$ cat src/hw/rtl/wsd_pkg.sv
// ----------------------------------------------------------------------------
// wsd_pkg
// Types and constants of the WebSocket frame deframer.
// ----------------------------------------------------------------------------
package wsd_pkg;

  localparam int unsigned LEN_W = 64;

  localparam logic [6:0] LEN_EXT16 = 7'd126;
  localparam logic [6:0] LEN_EXT64 = 7'd127;
  localparam logic [3:0] EXT16_BYTES = 4'd2;
  localparam logic [3:0] EXT64_BYTES = 4'd8;

  typedef enum logic [2:0] {
    PH_HDR1 = 3'd0,
    PH_HDR2 = 3'd1,
    PH_EXT  = 3'd2,
    PH_MASK = 3'd3,
    PH_DATA = 3'd4
  } phase_t;

  typedef enum logic [1:0] {
    KIND_PAYLOAD = 2'd0,
    KIND_EMPTY   = 2'd1,
    KIND_ERROR   = 2'd2
  } kind_t;

  typedef struct packed {
    logic [7:0] payload_byte;
    logic [3:0] frame_opcode;
    kind_t      result_kind;
    logic       last_of_frame;
  } result_t;

endpackage

$ cat src/hw/rtl/websocket_frame_deframer.sv
// ----------------------------------------------------------------------------
// websocket_frame_deframer
// Parses received WebSocket frames one byte per cycle. Each accepted byte
// passes an input register and a combinational parser step; a byte that
// yields a result word loads the result register, and a new byte is
// accepted every cycle as long as the result register drains. The rate is
// set by the header/length/mask state update. A mask bit that does not
// match act_as_server yields one error word; every later byte is then
// consumed silently until reset.
// ----------------------------------------------------------------------------
module websocket_frame_deframer (
  input  logic       clk,
  input  logic       rst,
  input  logic       cfg_wr_en,
  input  logic       cfg_wr_data,
  input  logic       in_valid,
  output logic       in_ready,
  input  logic [7:0] rx_byte,
  output logic       out_valid,
  input  logic       out_ready,
  output logic [7:0] payload_byte,
  output logic [3:0] frame_opcode,
  output logic [1:0] result_kind,
  output logic       last_of_frame
);

  import wsd_pkg::*;

  logic       act_as_server;
  logic       full;
  logic       step;
  logic [7:0] byte_q;
  logic       has_result;
  result_t    result;
  result_t    result_q;

  always_ff @(posedge clk) begin
    if (rst) begin
      act_as_server <= 1'b0;
    end else if (cfg_wr_en) begin
      act_as_server <= cfg_wr_data;
    end
  end

  assign step = full && (!out_valid || out_ready);

  wsd_in_stage u_in (
    .clk      (clk),
    .rst      (rst),
    .in_valid (in_valid),
    .in_ready (in_ready),
    .rx_byte  (rx_byte),
    .step     (step),
    .full     (full),
    .byte_q   (byte_q)
  );

  wsd_parser u_parser (
    .clk           (clk),
    .rst           (rst),
    .step          (step),
    .byte_q        (byte_q),
    .act_as_server (act_as_server),
    .has_result    (has_result),
    .result        (result)
  );

  wsd_out_stage u_out (
    .clk       (clk),
    .rst       (rst),
    .load      (step && has_result),
    .result    (result),
    .out_valid (out_valid),
    .out_ready (out_ready),
    .result_q  (result_q)
  );

  assign payload_byte  = result_q.payload_byte;
  assign frame_opcode  = result_q.frame_opcode;
  assign result_kind   = result_q.result_kind;
  assign last_of_frame = result_q.last_of_frame;

endmodule

$ cat src/hw/rtl/wsd_in_stage.sv
// ----------------------------------------------------------------------------
// wsd_in_stage
// Input register: holds one received byte until the parser takes it.
// ----------------------------------------------------------------------------
module wsd_in_stage (
  input  logic       clk,
  input  logic       rst,
  input  logic       in_valid,
  output logic       in_ready,
  input  logic [7:0] rx_byte,
  input  logic       step,
  output logic       full,
  output logic [7:0] byte_q
);

  logic full_next;

  assign in_ready = !full || step;

  always_comb begin
    full_next = full;
    if (in_valid && in_ready) begin
      full_next = 1'b1;
    end else if (step) begin
      full_next = 1'b0;
    end
  end

  always_ff @(posedge clk) begin
    if (rst) begin
      full <= 1'b0;
    end else begin
      full <= full_next;
    end
  end

  always_ff @(posedge clk) begin
    if (in_valid && in_ready) begin
      byte_q <= rx_byte;
    end
  end

endmodule

$ cat src/hw/rtl/wsd_parser.sv
// ----------------------------------------------------------------------------
// wsd_parser
// Frame state machine: header, extended length, mask key and payload unmasking.
// ----------------------------------------------------------------------------
module wsd_parser (
  input  logic             clk,
  input  logic             rst,
  input  logic             step,
  input  logic [7:0]       byte_q,
  input  logic             act_as_server,
  output logic             has_result,
  output wsd_pkg::result_t result
);

  import wsd_pkg::*;

  phase_t           phase, phase_next;
  logic [3:0]       opcode, opcode_next;
  logic [3:0]       ext_left, ext_left_next;
  logic [LEN_W-1:0] remaining, remaining_next;
  logic [31:0]      mask_key, mask_key_next;
  logic [1:0]       mask_pos, mask_pos_next;
  logic             halted, halted_next;

  always_comb begin
    logic       after_len;
    logic [6:0] len7;
    logic [7:0] key_byte;

    phase_next     = phase;
    opcode_next    = opcode;
    ext_left_next  = ext_left;
    remaining_next = remaining;
    mask_key_next  = mask_key;
    mask_pos_next  = mask_pos;
    halted_next    = halted;
    has_result     = 1'b0;
    result         = '{payload_byte: 8'd0, frame_opcode: opcode,
                       result_kind: KIND_PAYLOAD, last_of_frame: 1'b0};
    after_len      = 1'b0;
    len7           = byte_q[6:0];
    key_byte       = mask_key[8*(3-mask_pos) +: 8];

    if (!halted) begin
      unique case (phase)
        PH_HDR2: begin
          if (byte_q[7] != act_as_server) begin
            has_result           = 1'b1;
            result.result_kind   = KIND_ERROR;
            result.last_of_frame = 1'b1;
            halted_next          = 1'b1;
            phase_next           = PH_HDR1;
          end else if (len7 == LEN_EXT16 || len7 == LEN_EXT64) begin
            remaining_next = '0;
            ext_left_next  = (len7 == LEN_EXT16) ? EXT16_BYTES : EXT64_BYTES;
            phase_next     = PH_EXT;
          end else begin
            remaining_next = LEN_W'(len7);
            after_len      = 1'b1;
          end
        end
        PH_EXT: begin
          remaining_next = {remaining[LEN_W-9:0], byte_q};
          ext_left_next  = ext_left - 4'd1;
          after_len      = (ext_left_next == 4'd0);
        end
        PH_MASK: begin
          mask_key_next = {mask_key[23:0], byte_q};
          mask_pos_next = mask_pos + 2'd1;
          if (mask_pos == 2'd3) begin
            if (remaining == '0) begin
              has_result           = 1'b1;
              result.result_kind   = KIND_EMPTY;
              result.last_of_frame = 1'b1;
              phase_next           = PH_HDR1;
            end else begin
              phase_next = PH_DATA;
            end
          end
        end
        PH_DATA: begin
          has_result           = 1'b1;
          result.payload_byte  = act_as_server ? (byte_q ^ key_byte) : byte_q;
          result.last_of_frame = (remaining == LEN_W'(1));
          mask_pos_next        = mask_pos + 2'd1;
          remaining_next       = remaining - LEN_W'(1);
          if (remaining == LEN_W'(1)) begin
            phase_next = PH_HDR1;
          end
        end
        default: begin
          opcode_next    = byte_q[3:0];
          ext_left_next  = 4'd0;
          remaining_next = '0;
          mask_pos_next  = 2'd0;
          phase_next     = PH_HDR2;
        end
      endcase

      if (after_len) begin
        if (act_as_server) begin
          mask_pos_next = 2'd0;
          phase_next    = PH_MASK;
        end else if (remaining_next == '0) begin
          has_result           = 1'b1;
          result.result_kind   = KIND_EMPTY;
          result.last_of_frame = 1'b1;
          phase_next           = PH_HDR1;
        end else begin
          phase_next = PH_DATA;
        end
      end
    end
  end

  always_ff @(posedge clk) begin
    if (rst) begin
      phase     <= PH_HDR1;
      opcode    <= 4'd0;
      ext_left  <= 4'd0;
      remaining <= '0;
      mask_key  <= 32'd0;
      mask_pos  <= 2'd0;
      halted    <= 1'b0;
    end else if (step) begin
      phase     <= phase_next;
      opcode    <= opcode_next;
      ext_left  <= ext_left_next;
      remaining <= remaining_next;
      mask_key  <= mask_key_next;
      mask_pos  <= mask_pos_next;
      halted    <= halted_next;
    end
  end

endmodule

$ cat src/hw/rtl/wsd_out_stage.sv
// ----------------------------------------------------------------------------
// wsd_out_stage
// Result register: holds one result word until the consumer takes it.
// ----------------------------------------------------------------------------
module wsd_out_stage (
  input  logic             clk,
  input  logic             rst,
  input  logic             load,
  input  wsd_pkg::result_t result,
  output logic             out_valid,
  input  logic             out_ready,
  output wsd_pkg::result_t result_q
);

  logic out_valid_next;

  always_comb begin
    out_valid_next = out_valid;
    if (load) begin
      out_valid_next = 1'b1;
    end else if (out_ready) begin
      out_valid_next = 1'b0;
    end
  end

  always_ff @(posedge clk) begin
    if (rst) begin
      out_valid <= 1'b0;
    end else begin
      out_valid <= out_valid_next;
    end
  end

  always_ff @(posedge clk) begin
    if (load) begin
      result_q <= result;
    end
  end

endmodule

$ cat config.mk
export PLATFORM = sky130hd
export DESIGN_NAME = websocket_frame_deframer
export DESIGN_NICKNAME = d
export VERILOG_FILES = /design/src/hw/rtl/wsd_pkg.sv /design/src/hw/rtl/websocket_frame_deframer.sv /design/src/hw/rtl/wsd_in_stage.sv /design/src/hw/rtl/wsd_parser.sv /design/src/hw/rtl/wsd_out_stage.sv
export SDC_FILE = /design/constraint.sdc
export NUM_CORES = 1
export LEC_CHECK = 0
export ABC_AREA = 1
export BUFFER_PORTS_ARGS = -buffer_cell sky130_fd_sc_hd__buf_4
export CORE_ASPECT_RATIO = 0.75
export CORE_MARGIN = 4
export CORE_UTILIZATION = 63
export CTS_CLUSTER_DIAMETER = 40
export DETAILED_ROUTE_END_ITERATION = 8
export PLACE_DENSITY = 0.86
export REMOVE_ABC_BUFFERS = 1
export SYNTH_ARGS = -nofsm -noshare
export SYNTH_HDL_FRONTEND = slang
export SYNTH_HIERARCHICAL = 1
export SYNTH_SLANG_ARGS = --single-unit
export TNS_END_PERCENT = 10
$ cat constraint.sdc
create_clock -name clk -period 3.5 [get_ports clk]
set_input_delay 0.7 -clock clk [delete_from_list [all_inputs] [get_ports clk]]
set_output_delay 0.7 -clock clk [all_outputs]
set_load 0.01 [all_outputs]
==> results.md <==
- Outcome: finished, final reports clean
- CP arrival: 3420 ps
- Min Tclk post-route: 3290 ps
- Top cells by instance count after synthesis: nand2_1, nor2_1, inv_1, o21ai_0, dfxtp_1
- First-pass GRT wire length: 47400 um
- Pwr per Cell Area: 517 nW/um^2
- Crit Path Class: flop to flop
- GRT busiest layer: met1
- EDFF count, synth: 23
- Avg Inst Size Synth: 6.13 sq um
- Primary FF master, synth: dfxtp_1
- Slew @ Worst Pin: 1120 ps
- Grt met3 use: 16.0%
- Vias: 10200
- Reg clk slew, reported paths: 60 ps
- Area grow syn2layout: 11.2%
- Layout Nets: 1509
- Clock sink count: 136
- Hold Violations, Final: 0
- Netlist Area Pre-Place: 9050 sq um
- Power Total: 5.20 mW
- Distinct cells, synth: 40
- WP data required: 3630 ps
- Slew Limit Fails: 0
- Max-Cap Viols: 0
- Global routing usage on met1: 52.8%
- Fillers: 1172
- Largest net degree at the start of global routing: 84
- Detail-routed net length per standard cell: 18.0 um
- Layout cells sized above 1: 9.51%
- Placer Congestion: 1.03
- Compound-Gate Fraction of Synth Area: 19.4%
- First-pass detailed-route iteration total: 6
- Synth area leaders: dfxtp_1, nand2_1, nor2_1
- Vias in the first global route: 8998
- CTS H-tree depth: 4
- Synth top area share: 25.0%
- GRT met2 Usage: 49.1%
- Clock root cell: clkbuf_16
- Tcrit/Tclk final: 94.0%
- Gate Count Post-Synth: 1477
- Leakage: 4.99 nW
- Clk_lat worst skew: 430 ps
- Multiplexer share of the synthesized area: 0%
- Core area: 13900 sq um
- Pre-CTS setup slack: 262 ps
- CTS tree: yes
- Post-synthesis sequential area ratio: 32.6%
- Post-route ant nets: 0
- Post-Synth XOR/XNOR Area: 0.774%
- IO Port Bufs: 30
- Drt via density: 6.06
- Ant diodes: 0
- Post-synthesis adder-cell area fraction: 0.691%
- Total gr overflow: 0
- Max FO, Critical Path: 16
- Largest family of logic cells by synthesized area: simple AND/OR/NAND/NOR gates
- Storage element area: 2950 sq um
- Final Setup Violations: 0
- CTS Buffer Depth: 2
- Rows: 37
- Post-layout util: 72.5%
- Hold crit path type: flop to flop
- #FFs+latches synth: 136
- Fin worst setup slack: 211 ps
- Ys async rst share: 0%
- Multi-input gate area: 5150 sq um
- Hpwl dp: 21400 um
- Antenna violations before repair: 0
- TritonCTS buffer count: 17
- Yosys top cell by area: dfxtp_1
- Tot GR Track Use: 36.4%
- Crit path launch type: flop
- Max VDD drop: 367 uV
- YS warnings: 6
- Relative slew slack: 25.3%
- Most common cell in the synthesized netlist: nand2_1
- I/O pin total: 31
- Initial core utilization: 65.2%
- Worst setup EP type: flop
- Clock skew: 12.1 ps
- Max Clk Rate: 0.304 GHz
- Die area: 16400 sq um
- Unrepaired setup endpoints after global routing: no
- 1st-iter DRT viols: 1768
- Synth Area in Simple Gates: 35.8%
- Die X: 146 um
- Die Ht: 112 um
- DRC: 0
- WL final: 30100 um
- CTS Hold Bufs: 0
-- state kept, by name (all words and copies together), names as in the netlist --
signal	cells
u_parser/mask_key	32
act_as_server	1
u_parser/remaining	64
u_parser/halted	1
u_in/full	1
u_in/byte_q	8
u_out/out_valid	1
u_parser/opcode	4
u_parser/mask_pos	2
u_parser/ext_left	4
u_out/result_q	15
u_parser/phase	3
-- logic make-up after synthesis --
logic type / count (synthesis)
compound gates: 313
xor+xnor: 8
fa+ha+maj: 5
buf+inv: 252
flops: 136
simple gates: 763
-- timing repair --
action | in CTS | in global routing
resized for setup | 0 | 6
endpoints found under the setup margin | 0 | 16
setup buffers | 0 | 0
-- layout by cell type (no fill, tap or decap), drive strengths merged --
cell,netlist,final
nand3,87,87
dfxtp,113,113
buf,18,52
a211oi,4,4
inv,193,199
a31oi,3,3
a21oi,91,91
edfxtp,23,23
nor2,306,306
bufinv,0,2
o21a,2,2
a22oi,34,34
o221a,1,1
nand4,7,7
ha,5,5
a32oi,4,4
xor2,6,6
clkbuf,40,18
o211a,1,1
o211ai,1,1
clkinvlp,0,5
clkinv,1,2
nand2,351,351
nand3b,1,1
o22ai,8,8
nor3,8,8
o221ai,8,8
nor4,3,3
a32o,1,1
xnor2,2,2
o21ai,155,155
-- cell type report --
type                            count  area share, %
Tap cell                          175           2.17
Sequential cell                   136           29.3
Timing Repair Buffer               52           4.16
Multi-Input combinational cell   1089           51.2
Clock inverter                     14           1.63
Clock buffer                       18           4.26
Inverter                          194           7.26
-- worst max-delay path, stage by stage, from the launching register on --
cell     delay [ps]
dfxtp_1         310
buf_4           160
nor2_1          200
nand2_1         120
nor2_1          350
nand2_1         140
nor2_1          150
nand3_1          80
nand3_1         100
nand2_1         100
nor2_1          130
nand2_1          70
nor2_1          160
nand2_1         100
nor2_2          150
nand3_1         130
a21oi_1         140
inv_1            60
nor2_2          110
buf_6           200
-- power breakdown --
group | switching [mW] | total (mW) | internal [mW]
logic | 1.08 | 1.51 | 0.429
clock network | 0.771 | 1.84 | 1.07
registers | 0.148 | 1.85 | 1.70
total | 2.00 | 5.20 | 3.20
-- final timing paths --
kind,end,depth (start not counted),from,slack (ps)
setup / recovery,u_out/result_q[6],19,u_parser/remaining[37],210
hold / removal,u_out/result_q[4],0,u_parser/opcode[1],440
setup reg to reg,u_out/result_q[6],19,u_parser/remaining[37],210
hold reg to reg,u_out/result_q[4],0,u_parser/opcode[1],440
-- stage by stage --
step / area [sq um] / std cells / hold WS, ps / TNS, ps
after floorplan: 8810 / 1419 / 408 / -49330
after global placement: 9460 / 1646 / 413 / 0
after detailed placement: 9460 / 1646 / 426 / 0
after CTS: 10100 / 1678 / 439 / 0
after global routing: 10100 / 1678 / 433 / 0
final: 10100 / 1678 / 438 / 0
-- routing by layer --
metal	routed length (um)	vias up
met2	12000	745
met3	5260	52
met1	12400	4554
met5	0	-
li1	-	4816
met4	483	0
No activity file was read; power rests on OpenSTA's default activity.
